### config.mk
export PLATFORM = sky130hd
export DESIGN_NAME = rf_remote_dimmer_decoder_flat
export DESIGN_NICKNAME = d
export VERILOG_FILES = /design/src/rtl/core/rdd_pkg.sv /design/src/rtl/core/rdd_if.sv /design/src/rtl/core/rf_remote_dimmer_decoder.sv /design/src/flat_wrapper.sv
export SDC_FILE = /design/constraint.sdc
export NUM_CORES = 1
export LEC_CHECK = 0
export BUFFER_PORTS_ARGS = -buffer_cell sky130_fd_sc_hd__clkbuf_2
export CAP_MARGIN = 20
export CORE_MARGIN = 5
export CORE_UTILIZATION = 34
export DETAILED_ROUTE_END_ITERATION = 10
export MAX_ROUTING_LAYER = met4
export SLEW_MARGIN = 25
export SYNTH_ARGS = -nofsm -noshare
export SYNTH_HDL_FRONTEND = slang
export SYNTH_SLANG_ARGS = --single-unit
### constraint.sdc
create_clock -name clk -period 9.9 [get_ports clk]
set_input_delay 1.485 -clock clk [delete_from_list [all_inputs] [get_ports clk]]
set_output_delay 1.485 -clock clk [all_outputs]
set_load 0.05 [all_outputs]
### src/rtl/core/rdd_pkg.sv
// Shared types and constants of the remote dimmer decoder.
// No dependencies; every other file imports it.
package rdd_pkg;

  localparam int CFG_W     = 8;
  localparam int CFG_IDX_W = 1;

  localparam logic [CFG_IDX_W-1:0] CFG_MAX_BRIGHTNESS = 1'd0;
  localparam logic [CFG_IDX_W-1:0] CFG_LEARN_ENABLE   = 1'd1;

  localparam logic [4:0] FRAME_LEN  = 5'd7;
  localparam logic [7:0] SYNC_CODE  = 8'h5A;
  localparam logic [7:0] LEARN_KEY  = 8'h15;
  localparam logic [4:0] LEARN_THR  = 5'd20;
  localparam logic [4:0] LEARN_SAT  = 5'd31;

  localparam logic [3:0] KEY_ALL_ON  = 4'h5;
  localparam logic [3:0] KEY_ALL_OFF = 4'h9;
  localparam logic [3:0] KEY_UP      = 4'hC;
  localparam logic [3:0] KEY_DOWN    = 4'h4;
  localparam logic [3:0] KEY_RIGHT   = 4'hE;
  localparam logic [3:0] KEY_LEFT    = 4'hF;

  localparam logic [3:0] ON_KEYS  [4] = '{4'h8, 4'hD, 4'h7, 4'h2};
  localparam logic [3:0] OFF_KEYS [4] = '{4'hB, 4'h3, 4'hA, 4'h6};

  localparam logic [7:0] TARGET_BASE = 8'd101;
  localparam logic [7:0] TARGET_ALL  = 8'd255;
  localparam logic [7:0] LEVEL_FLOOR = 8'd2;

  localparam int MAX_RESULTS = 5;

  typedef enum logic [2:0] {
    MSG_STATUS     = 3'd0,
    MSG_ON_OFF     = 3'd1,
    MSG_NIGHT      = 3'd2,
    MSG_MOTION     = 3'd3,
    MSG_BRIGHTNESS = 3'd4,
    MSG_STORE_ADDR = 3'd5
  } msg_kind_t;

  typedef struct packed {
    logic [4:0] packet_length;
    logic [7:0] sync_byte;
    logic [7:0] address_high;
    logic [7:0] address_low;
    logic [7:0] group_byte;
    logic [7:0] key_byte;
    logic [7:0] roll_count;
  } in_item_t;

  typedef struct packed {
    msg_kind_t   msg_kind;
    logic [7:0]  target_id;
    logic        switch_value;
    logic [7:0]  warm_out;
    logic [7:0]  cold_out;
    logic [15:0] learned_address;
    logic        frame_valid;
    logic        first_press;
    logic        last;
  } out_item_t;

endpackage

### src/rtl/core/rdd_if.sv
// Valid/ready channels for packets in and result items out.
// Depends on rdd_pkg for the payload types.
interface rdd_in_if;
  import rdd_pkg::*;
  logic     valid;
  logic     ready;
  in_item_t data;
  modport source (output valid, data, input ready);
  modport sink   (input valid, data, output ready);
endinterface

interface rdd_out_if;
  import rdd_pkg::*;
  logic      valid;
  logic      ready;
  out_item_t data;
  modport source (output valid, data, input ready);
  modport sink   (input valid, data, output ready);
endinterface

### src/rtl/core/rf_remote_dimmer_decoder.sv
// Remote dimmer decoder: a packet is registered on acceptance and decoded, once the
// result buffer is free, into a buffer of one to five result items. Items leave one
// per cycle while out_ch.ready is high; a packet holds the output until all of its
// results (1 to 5) have left the result buffer.
// Synchronous active-low reset clears lamp, remote and handshake state and sets
// max_brightness to 255 and learn_enable to 0.
module rf_remote_dimmer_decoder #(
  parameter int HOLD_STEP = 8
) (
  input  logic                          clk,
  input  logic                          rst_n,
  input  logic                          cfg_we,
  input  logic [rdd_pkg::CFG_IDX_W-1:0] cfg_index,
  input  logic [rdd_pkg::CFG_W-1:0]     cfg_wdata,
  rdd_in_if.sink                        in_ch,
  rdd_out_if.source                     out_ch
);
  import rdd_pkg::*;

  localparam logic [8:0] HOLD_W     = 9'(HOLD_STEP);
  localparam logic [8:0] FLOOR_HELD = 9'(HOLD_STEP + 2);

  // configuration
  logic [7:0] max_r;
  logic       learn_en_r;

  // input register
  in_item_t in_r;
  logic     in_valid_r;

  // result buffer
  out_item_t  res_r [MAX_RESULTS];
  logic [2:0] idx_r;
  logic       res_valid_r;

  // decoder state
  logic [15:0] remote_r, remote_nxt;
  logic [4:0]  lcount_r, lcount_nxt;
  logic [7:0]  lroll_r, lroll_nxt;
  logic [3:0]  prev_r, prev_nxt;
  logic        fpf_r, fpf_nxt;
  logic [3:0]  on_r, on_nxt;
  logic [3:0]  motion_r, motion_nxt;
  logic [3:0]  night_r, night_nxt;
  logic [7:0]  warm_r [4];
  logic [7:0]  warm_nxt [4];
  logic [7:0]  cold_r [4];
  logic [7:0]  cold_nxt [4];

  out_item_t  lst [MAX_RESULTS];
  logic [2:0] n;
  logic       frame_ok, fresh, ok, held;
  logic [3:0] key;
  logic [15:0] addr;
  logic [4:0] lcount_inc;
  logic [8:0] step;
  logic       is_on, is_off;
  logic [1:0] key_grp;
  logic [7:0] adj_w, adj_c;
  logic       out_fire, buf_free, proc;

  function automatic out_item_t mk(msg_kind_t kind, logic [7:0] target, logic sw,
                                   logic [7:0] w, logic [7:0] c, logic [15:0] a);
    out_item_t r;
    r = '0;
    r.msg_kind        = kind;
    r.target_id       = target;
    r.switch_value    = sw;
    r.warm_out        = w;
    r.cold_out        = c;
    r.learned_address = a;
    return r;
  endfunction

  function automatic logic [7:0] inc_sat(logic [7:0] v, logic [8:0] s, logic [7:0] mx);
    logic [8:0] sum;
    sum = {1'b0, v} + s;
    return (sum > {1'b0, mx}) ? mx : sum[7:0];
  endfunction

  function automatic logic [7:0] dec_floor(logic [7:0] v, logic h);
    if (h) begin
      return ({1'b0, v} > FLOOR_HELD) ? v - HOLD_W[7:0] : v;
    end
    return (v > LEVEL_FLOOR) ? v - 8'd1 : v;
  endfunction

  // handshake
  assign out_fire     = res_valid_r && out_ch.ready;
  assign buf_free     = !res_valid_r || (out_fire && res_r[idx_r].last);
  assign proc         = in_valid_r && buf_free;
  assign in_ch.ready  = !in_valid_r || buf_free;
  assign out_ch.valid = res_valid_r;
  assign out_ch.data  = res_r[idx_r];

  // decode
  always_comb begin
    remote_nxt = remote_r;
    lcount_nxt = lcount_r;
    lroll_nxt  = lroll_r;
    prev_nxt   = prev_r;
    fpf_nxt    = fpf_r;
    on_nxt     = on_r;
    motion_nxt = motion_r;
    night_nxt  = night_r;
    warm_nxt   = warm_r;
    cold_nxt   = cold_r;
    for (int i = 0; i < MAX_RESULTS; i++) begin
      lst[i] = '0;
    end
    n = 3'd0;
    adj_w = '0;
    adj_c = '0;

    frame_ok   = (in_r.packet_length == FRAME_LEN) && (in_r.sync_byte == SYNC_CODE);
    fresh      = frame_ok && (in_r.roll_count != lroll_r);
    addr       = {in_r.address_high, in_r.address_low};
    key        = in_r.key_byte[3:0];
    held       = (in_r.key_byte[7:4] != 4'd0);
    step       = held ? HOLD_W : 9'd1;
    lcount_inc = (lcount_r < LEARN_SAT) ? lcount_r + 5'd1 : lcount_r;

    is_on   = 1'b0;
    is_off  = 1'b0;
    key_grp = 2'd0;
    for (int g = 0; g < 4; g++) begin
      if (!is_on && !is_off) begin
        if (key == ON_KEYS[g]) begin
          is_on   = 1'b1;
          key_grp = 2'(g);
        end else if (key == OFF_KEYS[g]) begin
          is_off  = 1'b1;
          key_grp = 2'(g);
        end
      end
    end

    ok = 1'b0;
    if (fresh) begin
      lroll_nxt = in_r.roll_count;
      if (addr == remote_r) begin
        ok = 1'b1;
      end else if (learn_en_r && in_r.key_byte == LEARN_KEY) begin
        lcount_nxt = lcount_inc;
        if (lcount_inc >= LEARN_THR) begin
          remote_nxt = addr;
          lst[n] = mk(MSG_STORE_ADDR, 8'd0, 1'b0, 8'd0, 8'd0, addr);
          n = n + 3'd1;
          ok = 1'b1;
        end
      end
    end

    if (ok) begin
      if (key == KEY_ALL_ON) begin
        on_nxt = 4'hF;
        night_nxt = held ? 4'hF : 4'h0;
        if (!held) begin
          motion_nxt = 4'h0;
          fpf_nxt = (prev_r != key);
          prev_nxt = key;
          lst[n] = mk(MSG_NIGHT, TARGET_ALL, 1'b0, 8'd0, 8'd0, 16'd0);
          n = n + 3'd1;
          lst[n] = mk(MSG_ON_OFF, TARGET_ALL, 1'b1, 8'd0, 8'd0, 16'd0);
          n = n + 3'd1;
        end else begin
          fpf_nxt = 1'b0;
          lst[n] = mk(MSG_NIGHT, TARGET_ALL, 1'b1, 8'd0, 8'd0, 16'd0);
          n = n + 3'd1;
        end
      end else if (key == KEY_ALL_OFF) begin
        if (!held) begin
          motion_nxt = 4'hF;
          fpf_nxt = (prev_r != key);
          prev_nxt = key;
          lst[n] = mk(MSG_MOTION, TARGET_ALL, 1'b1, 8'd0, 8'd0, 16'd0);
          n = n + 3'd1;
        end else begin
          motion_nxt = 4'h0;
          on_nxt = 4'h0;
          fpf_nxt = 1'b0;
          lst[n] = mk(MSG_MOTION, TARGET_ALL, 1'b0, 8'd0, 8'd0, 16'd0);
          n = n + 3'd1;
          lst[n] = mk(MSG_ON_OFF, TARGET_ALL, 1'b0, 8'd0, 8'd0, 16'd0);
          n = n + 3'd1;
        end
      end else if (is_on) begin
        on_nxt[key_grp] = 1'b1;
        if (!held) begin
          motion_nxt[key_grp] = 1'b0;
          night_nxt[key_grp] = 1'b0;
          fpf_nxt = (prev_r != key);
          prev_nxt = key;
          lst[n] = mk(MSG_ON_OFF, TARGET_BASE + 8'(key_grp), 1'b1, 8'd0, 8'd0, 16'd0);
          n = n + 3'd1;
        end else begin
          night_nxt[key_grp] = 1'b1;
          fpf_nxt = 1'b0;
          lst[n] = mk(MSG_NIGHT, TARGET_BASE + 8'(key_grp), 1'b1, 8'd0, 8'd0, 16'd0);
          n = n + 3'd1;
        end
      end else if (is_off) begin
        if (!held) begin
          motion_nxt[key_grp] = 1'b1;
          fpf_nxt = (prev_r != key);
          prev_nxt = key;
          lst[n] = mk(MSG_MOTION, TARGET_BASE + 8'(key_grp), 1'b1, 8'd0, 8'd0, 16'd0);
          n = n + 3'd1;
        end else begin
          motion_nxt[key_grp] = 1'b0;
          on_nxt[key_grp] = 1'b0;
          fpf_nxt = 1'b0;
          lst[n] = mk(MSG_ON_OFF, TARGET_BASE + 8'(key_grp), 1'b0, 8'd0, 8'd0, 16'd0);
          n = n + 3'd1;
        end
      end else if (key == KEY_UP || key == KEY_DOWN || key == KEY_RIGHT ||
                   key == KEY_LEFT) begin
        fpf_nxt = 1'b0;
        for (int g = 0; g < 4; g++) begin
          if (in_r.group_byte <= 8'd4 && on_r[g] &&
              (in_r.group_byte == 8'd0 || in_r.group_byte == 8'(g + 1))) begin
            case (key)
              KEY_UP: begin
                adj_w = inc_sat(warm_r[g], step, max_r);
                adj_c = inc_sat(cold_r[g], step, max_r);
              end
              KEY_DOWN: begin
                adj_w = dec_floor(warm_r[g], held);
                adj_c = dec_floor(cold_r[g], held);
              end
              KEY_RIGHT: begin
                adj_w = dec_floor(warm_r[g], held);
                if (held) begin
                  adj_c = inc_sat(cold_r[g], step, max_r);
                end else begin
                  adj_c = (cold_r[g] < max_r) ? cold_r[g] + 8'd1 : cold_r[g];
                end
              end
              default: begin
                adj_w = inc_sat(warm_r[g], step, max_r);
                adj_c = dec_floor(cold_r[g], held);
              end
            endcase
            warm_nxt[g] = adj_w;
            cold_nxt[g] = adj_c;
            // a learn item plus four level items fills the buffer
            if (n < 3'(MAX_RESULTS)) begin
              lst[n] = mk(MSG_BRIGHTNESS, TARGET_BASE + 8'(g), 1'b0, adj_w, adj_c, 16'd0);
              n = n + 3'd1;
            end
          end
        end
        if (key != KEY_DOWN) begin
          for (int g = 0; g < 4; g++) begin
            if (warm_nxt[g] > max_r) warm_nxt[g] = max_r;
            if (cold_nxt[g] > max_r) cold_nxt[g] = max_r;
          end
        end
      end
    end

    // closing status; with a full buffer the status bits ride on the final item
    if (n < 3'(MAX_RESULTS)) begin
      lst[n] = mk(MSG_STATUS, 8'd0, 1'b0, 8'd0, 8'd0, 16'd0);
      lst[n].frame_valid = frame_ok;
      lst[n].first_press = fpf_nxt;
      lst[n].last        = 1'b1;
    end else begin
      lst[MAX_RESULTS-1].frame_valid = frame_ok;
      lst[MAX_RESULTS-1].first_press = fpf_nxt;
      lst[MAX_RESULTS-1].last        = 1'b1;
    end
  end

  // configuration writes
  always_ff @(posedge clk) begin
    if (!rst_n) begin
      max_r      <= 8'd255;
      learn_en_r <= 1'b0;
    end else if (cfg_we) begin
      unique case (cfg_index)
        CFG_MAX_BRIGHTNESS: max_r      <= cfg_wdata[7:0];
        CFG_LEARN_ENABLE:   learn_en_r <= cfg_wdata[0];
      endcase
    end
  end

  // payload registers
  always_ff @(posedge clk) begin
    if (in_ch.valid && in_ch.ready) begin
      in_r <= in_ch.data;
    end
    if (proc) begin
      res_r <= lst;
    end
  end

  // handshake control and decoder state
  always_ff @(posedge clk) begin
    if (!rst_n) begin
      in_valid_r  <= 1'b0;
      res_valid_r <= 1'b0;
      idx_r       <= 3'd0;
      remote_r    <= '0;
      lcount_r    <= '0;
      lroll_r     <= '0;
      prev_r      <= '0;
      fpf_r       <= 1'b0;
      on_r        <= '0;
      motion_r    <= '0;
      night_r     <= '0;
      for (int g = 0; g < 4; g++) begin
        warm_r[g] <= '0;
        cold_r[g] <= '0;
      end
    end else begin
      if (in_ch.valid && in_ch.ready) begin
        in_valid_r <= 1'b1;
      end else if (proc) begin
        in_valid_r <= 1'b0;
      end

      if (proc) begin
        res_valid_r <= 1'b1;
        idx_r       <= 3'd0;
        remote_r    <= remote_nxt;
        lcount_r    <= lcount_nxt;
        lroll_r     <= lroll_nxt;
        prev_r      <= prev_nxt;
        fpf_r       <= fpf_nxt;
        on_r        <= on_nxt;
        motion_r    <= motion_nxt;
        night_r     <= night_nxt;
        warm_r      <= warm_nxt;
        cold_r      <= cold_nxt;
      end else if (out_fire) begin
        // advance through the buffer, drop it after the closing item
        if (res_r[idx_r].last) begin
          res_valid_r <= 1'b0;
        end else begin
          idx_r <= idx_r + 3'd1;
        end
      end
    end
  end

endmodule
### src/flat_wrapper.sv
// flat-port wrapper written by rule: the top's interface ports become plain ports
module rf_remote_dimmer_decoder_flat import rdd_pkg::*;
#(
  parameter int HOLD_STEP = 8
)
  (clk, rst_n, cfg_we, cfg_index, cfg_wdata, in_ch_valid, in_ch_data, in_ch_ready, out_ch_valid, out_ch_data, out_ch_ready);
  rdd_in_if in_ch_i ();
  rdd_out_if out_ch_i ();
  input  logic clk;
  input  logic rst_n;
  input  logic cfg_we;
  input  logic [rdd_pkg::CFG_IDX_W-1:0] cfg_index;
  input  logic [rdd_pkg::CFG_W-1:0] cfg_wdata;
  input wire logic [$bits(in_ch_i.valid)-1:0] in_ch_valid;
  input wire logic [$bits(in_ch_i.data)-1:0] in_ch_data;
  output wire logic [$bits(in_ch_i.ready)-1:0] in_ch_ready;
  output wire logic [$bits(out_ch_i.valid)-1:0] out_ch_valid;
  output wire logic [$bits(out_ch_i.data)-1:0] out_ch_data;
  input wire logic [$bits(out_ch_i.ready)-1:0] out_ch_ready;
  assign in_ch_i.valid = in_ch_valid;
  assign in_ch_i.data = in_ch_data;
  assign in_ch_ready = in_ch_i.ready;
  assign out_ch_valid = out_ch_i.valid;
  assign out_ch_data = out_ch_i.data;
  assign out_ch_i.ready = out_ch_ready;
  rf_remote_dimmer_decoder #(.HOLD_STEP(HOLD_STEP)) u_core (.clk(clk), .rst_n(rst_n), .cfg_we(cfg_we), .cfg_index(cfg_index), .cfg_wdata(cfg_wdata), .in_ch(in_ch_i), .out_ch(out_ch_i));
endmodule
* Word-level counts from Yosys, hierarchy flattened
Index checks and enable logic that the tools add are counted.
Operators by class: order comparisons 59, bitwise logic cells 38, reductions and logical operators 61, multiplexer cells 444, add/sub/neg operators 36, equality and inequality tests 26
Operators with widths (number):
- $mux W235 | 36
- $bwmux W235 | 11
- $mux W8 | 176
- $demux W47 S3 | 9
- $mux W47 | 12
- $and A185 B185 Y185 | 3
- $not A185 Y185 | 3
- $and A190 B190 Y190 | 2
- $not A190 Y190 | 2
- $and A235 B235 Y235 | 1
- $not A235 Y235 | 1
- $mux W232 | 1
- $and A180 B180 Y180 | 1
- $not A180 Y180 | 1
- $or A50 B50 Y50 | 3
- $bmux W47 S3 | 1
- $mux W1 | 126
- $mux W3 | 39
- $pmux W8 S3 | 4
- $or A45 B45 Y45 | 2
- $add A8 B9 Y9 | 8
- $gt A9 B8 Y1 | 8
- $gt A8 B2 Y1 const B | 8
- $gt A8 B4 Y1 const B | 8
- 56 further kinds | 198
Storage, ports and cells: input port bits 67, flip-flop bits (word level) 404, logic and storage cells 735, output and inout bits 49

* Longest topological paths before layout
word-level depth 67, gate-level depth with buffers 32, gate-level depth less buffers 27

* Least setup slack after synthesis
No wires, ideal clock.
path type input port to flip-flop, start point input port out_ch_ready, end point register u_core.lcount_r[3], buffers on the path 0, slack 2949 ps, setup time 128 ps, required time 9772 ps, arrival time 6823 ps, stages 9, cell sequence inv_1 o21a_1 nand2b_1 clkinv_1 nand2_1 nor3_2 nand4_1 mux2i_1 nor2_1
On the way: word-level cells in the longest chain between the ends 5
RTL lines:
- start: declaration | RTL line flat_wrapper.sv:19 | input wire logic [$bits(out_ch_i.ready)-1:0] out_ch_ready;
- $logic_and A1 B1 Y1 | RTL line rf_remote_dimmer_decoder.sv:89 | assign out_fire = res_valid_r && out_ch.ready;
- $logic_and A1 B1 Y1 | RTL line rf_remote_dimmer_decoder.sv:90 | assign buf_free = !res_valid_r || (out_fire && res_r[idx_r].last);
- $logic_or A1 B1 Y1 | RTL line rf_remote_dimmer_decoder.sv:90
- $logic_and A1 B1 Y1 | RTL line rf_remote_dimmer_decoder.sv:91 | assign proc = in_valid_r && buf_free;
- via u_core.proc | RTL line rf_remote_dimmer_decoder.sv:60 | logic out_fire, buf_free, proc;
- $reduce_and A4 Y1 (no line)
- end signal: assignment | RTL line rf_remote_dimmer_decoder.sv:327 | lcount_r <= lcount_nxt;
- end: declaration | RTL line rf_remote_dimmer_decoder.sv:38 | logic [4:0] lcount_r, lcount_nxt;
The timed path passes the listed nets, and every way through them passes these cells. A chain may end at the register's enable or synchronous reset.

* Worst setup path in the final report
start point register u_core.in_r[13] (netlist name), end point register u_core.cold_r[22] (netlist name)
On the way: word-level cells in the longest chain between the ends 29, elaborated cells on any way between the ends 49, classes of those cells add/sub (1); order compare (2); eq/ne (1); mux (42); reduce/logical (3)
RTL lines:
- start: declaration | RTL line rf_remote_dimmer_decoder.sv:28 | in_item_t in_r;
- start signal: assignment | RTL line rf_remote_dimmer_decoder.sv:291 | in_r <= in_ch.data;
- branches (longest 29 deep; another with $add A8 B9 Y9)
- end signal: assignment | RTL line rf_remote_dimmer_decoder.sv:335 | cold_r <= cold_nxt;
- end: declaration | RTL line rf_remote_dimmer_decoder.sv:47 | logic [7:0] cold_r [4];
Several ways; the timed one is not identified. The select of a mux whose other input is x is not followed.

==> reports/qor.csv <==
stage;metric;value;unit
outcome;status;completed;
final_layout;final net count;3437;
die;Placement Rows;102;
pwr;Comb power frac;0.105;
clock_tree;clock sink total;314;
placement;IO Port Bufs;115;
synth;largest family of logic cells by synthesized area;compound AO/OA/AOI/OAI gates;
critical_path;critical path type;reg2reg;
timing;RSZ-0062 raised after global routing;no;
grt;largest net degree at the start of global routing;91;
pwr;Tot Pwr;3.25;mW
critical_path;CP Data Required Time;10370;ps
pwr;Flop pwr share;0.450;
grt;M1 GR Usage;0.308;
timing;Slew @ Worst Pin;1170;ps
synth;syn_area_per_cell;8.46;um^2
run;max cap viols;0;
pwr;PwrDens;110;nW/um^2
synth;Synth Register Bits;314;
grt;global routing's busiest layer;met2;
clock_tree;post-cts sizing count;0;
drt;Routed Antenna Nets;0;
critical_path;crit path capture type;flip-flop;
final_layout;Final Util;0.381;
pwr;maximum vdd drop;96.4;uV
die;die area;83700;um^2
clock_tree;TritonCTS Buffers;38;
drt;final wirelength;98900;um
die;# IOs;116;
clock_tree;CTS clk-pin slew, worst paths;60;ps
die;Die Ht;289;um
clock_tree;CTS root buf;clkbuf_16;
clock_tree;clk_lat worst skew;580;ps
pwr;Clk pwr share;0.446;
die;Starting Density;0.343;
critical_path;CP arrival;8390;ps
synth;XOR/XNOR Fraction of Synth Area;0.0373;
synth;Synth Instances;3132;
critical_path;startpoint types;flip-flop;
clock_tree;CTS max path bufs;3;
clock_tree;hold buffers post-CTS;0;
drt;vias per cell;6.11;
drt;via count;25700;
critical_path;CP max FO;28;
drt;initial DRC count;3168;
timing;Setup-failing EPs final;0;
pwr;Lkg Pwr;11.2;nW
min_path;Hold WC Path Type;reg2reg;
synth;Post-Synth Adder-Cell Area;0.110;
synth;Synth cell types;98;
timing;Slew Viols, Final;0;
pwr;Int Power;2.37;mW
grt;first-pass GRT wire length;148000;um
final_layout;Reg area;8270;um^2
drt;DRT Pass-1 Iters;9;
placement;HPWL after DPL;68800;um
final_layout;post-route design area;29500;um^2
timing;Final Hold Vio Count;0;
critical_path;Top cell by count, worst path;and2_1;
grt;met2 Use GR;0.349;
grt;total track usage;0.232;
pwr;Sw Pwr;0.877;mW
final_layout;multi-input logic area;17100;um^2
pwr;Switching Share;0.270;
timing;min Tclk post-route;7920;ps
critical_path;CP Cell Sequence;or4_2, buf_4, inv_2, a31oi_1, nor3b_1, xor2_1, ha_1, a2111oi_0, o21ai_0, o221ai_1, and2_1, mux2i_1, a211oi_1, mux2_2, ha_1, nand4_1, o21ai_0, o211ai_1, and2_1, a221o_1, and2_1;
synth;ys async rst share;0;
timing;fin crit share;0.800;
timing;Post-Route Setup TNS;0;ps
synth;post-synthesis mux area share;0.0535;
synth;count of flip-flops with a built-in enable after synthesis;198;
die;die width;289;um
grt;initial antenna violation count;7;
final_layout;commonest cells after routing, fill and taps aside;nand2_1 (301), a21oi_1 (268), nor2_1 (258), ha_1 (231), o21ai_0 (202);
synth;fraction of the mapped netlist area in simple logic gates;0.189;
grt;grt ovf;0;
synth;synthesized-area fraction occupied by ao, oa, aoi and oai cells;0.254;
final_layout;most common cell after layout, fill and taps aside;nand2_1;
synth;synth warn;0;
final_layout;Fillers;7868;
critical_path;slowest library cell on the worst path;or4_2;
timing;fmax;0.126;GHz
drt;drt drc;0;
clock_tree;CTS tree;yes;
die;core area;77300;um^2
clock_tree;postcts setup bufs;0;
grt;vias in the first global route;23800;
placement;GPL Wtd Cong;0.960;
drt;Avg WL per Cell;23.5;um
synth;Seq/Total Area, Yosys;0.312;
synth;ys flop type;edfxtp_1;
final_layout;share of post-route cells with drive strength above 1;0.115;
grt;met3 Track Usage GR;0.0415;
synth;Synthesized Nets;3431;
timing;Slew HR;0.213;
final_layout;Area Growth Syn to Fin;11.2;%
clock_tree;Clock H-tree levels;2;
critical_path;Max stage delay on crit path;1010;ps
placement;Placed Area;28100;um^2
timing;Setup Skew;28.5;ps
synth;Post-Syn Area;26500;um^2
==> registers in the layout (all words and copies together), names as in the netlist, 3 cells and up <==
| register | count |
|---|---|
| u_core.addr | 16 |
| u_core.cold_r | 32 |
| u_core.idx_r | 3 |
| u_core.in_r | 37 |
| u_core.lcount_r | 5 |
| u_core.lroll_r | 8 |
| u_core.max_r | 8 |
| u_core.on_r | 4 |
| u_core.prev_r | 4 |
| u_core.remote_r | 16 |
| u_core.res_r | 145 |
| u_core.warm_r | 32 |
==> cell type report <==
class,instances,area share
Multi-Input combinational cell,2506,0.581
Sequential cell,314,0.280
Tap cell,1040,0.0441
Timing Repair Buffer,191,0.0390
Clock buffer,46,0.0339
Inverter,87,0.0112
Clock inverter,23,0.00972
Antenna cell,5,0.000424
==> path summary, 6_finish.rpt <==
kind | startpoint | to | slack, ps | cells past startpoint
worst max-delay path | u_core.in_r[13] | u_core.cold_r[22] | 1980 | 21
worst min-delay path | u_core.remote_r[7] | u_core.remote_r[7] | 470 | 2
worst max register to register | u_core.in_r[13] | u_core.cold_r[22] | 1980 | 21
worst min register to register | u_core.remote_r[7] | u_core.remote_r[7] | 470 | 2
==> metal layers <==
metal,up-vias,part of all wire,wire (um)
li1,11800,-,-
met1,12300,0.42,41500
met2,1324,0.44,43200
met3,296,0.094,9290
met4,0,0.049,4860
met5,-,0,0
==> cell families (layout without fill, tap and decap cells) <==
kind of cell             after synthesis  count (layout)
AO/OA/AOI/OAI                       1016            1016
XOR/XNOR                             113             113
adder cells (fa/ha/maj)              232             232
buffers and inverters                312             347
flip-flops                           314             314
multiplexers                         120             120
other                                  1               6
AND/OR/NAND/NOR                     1024            1024
==> cells in the mapped netlist, types with 9 or more instances <==
master,n,share of area
a2111oi_0,16,0.0053
a211oi_1,49,0.014
a21o_1,39,0.011
a21oi_1,268,0.051
a221o_1,13,0.0049
a221oi_1,28,0.0093
a22o_1,19,0.0063
a22oi_1,16,0.0045
a311oi_1,9,0.0030
a31oi_1,47,0.011
and2_1,46,0.011
and3_1,23,0.0054
and4_1,9,0.0030
buf_1,28,0.0040
buf_2,14,0.0026
clkbuf_1,180,0.025
dfxtp_1,116,0.088
edfxtp_1,198,0.22
ha_1,231,0.11
inv_1,81,0.011
mux2_2,33,0.014
mux2i_1,73,0.028
mux4_2,14,0.012
nand2_1,301,0.043
nand2b_1,49,0.012
nand3_1,64,0.012
nand3b_1,12,0.0034
nand4_1,61,0.014
nor2_1,260,0.037
nor2b_1,41,0.0097
nor3_1,69,0.013
nor3b_1,10,0.0028
nor4_1,18,0.0042
o211a_1,9,0.0034
o211ai_1,43,0.012
o21a_1,29,0.0082
o21ai_0,202,0.038
o221ai_1,18,0.0059
o22ai_1,73,0.017
o31ai_1,16,0.0045
or3_1,19,0.0045
xnor2_1,73,0.024
xor2_1,40,0.013
==> power groups by stage <==
stage	registers, mW	clock network (mW)	logic (mW)
6_report	1.46	1.45	0.340
5_1_grt	1.46	1.52	0.360
3_3_place_gp	1.49	0	0.332
4_1_cts	1.46	1.47	0.335
3_5_place_dp	1.49	0	0.333
2_1_floorplan	1.48	0	0.203
==> metrics by stage <==
step / cells / hold slack, ps / setup WS (ps)
after floorplan: 3132 / 437 / 2950
after global placement: 4134 / 454 / 2280
after detailed placement: 4135 / 459 / 2200
after CTS: 4204 / 467 / 2140
after global routing: 4212 / 491 / 1630
final: 4212 / 466 / 1980
==> worst max-delay path: cells and delay by family (launching register included) <==
family / cells / cell delay, ps
buf+inv: 2 / 790
flops: 1 / 380
xor+xnor: 1 / 130
compound gates: 8 / 3240
simple gates: 6 / 2380
mux: 2 / 490
fa+ha+maj: 2 / 390
No activity file was read; power rests on OpenSTA's default activity.
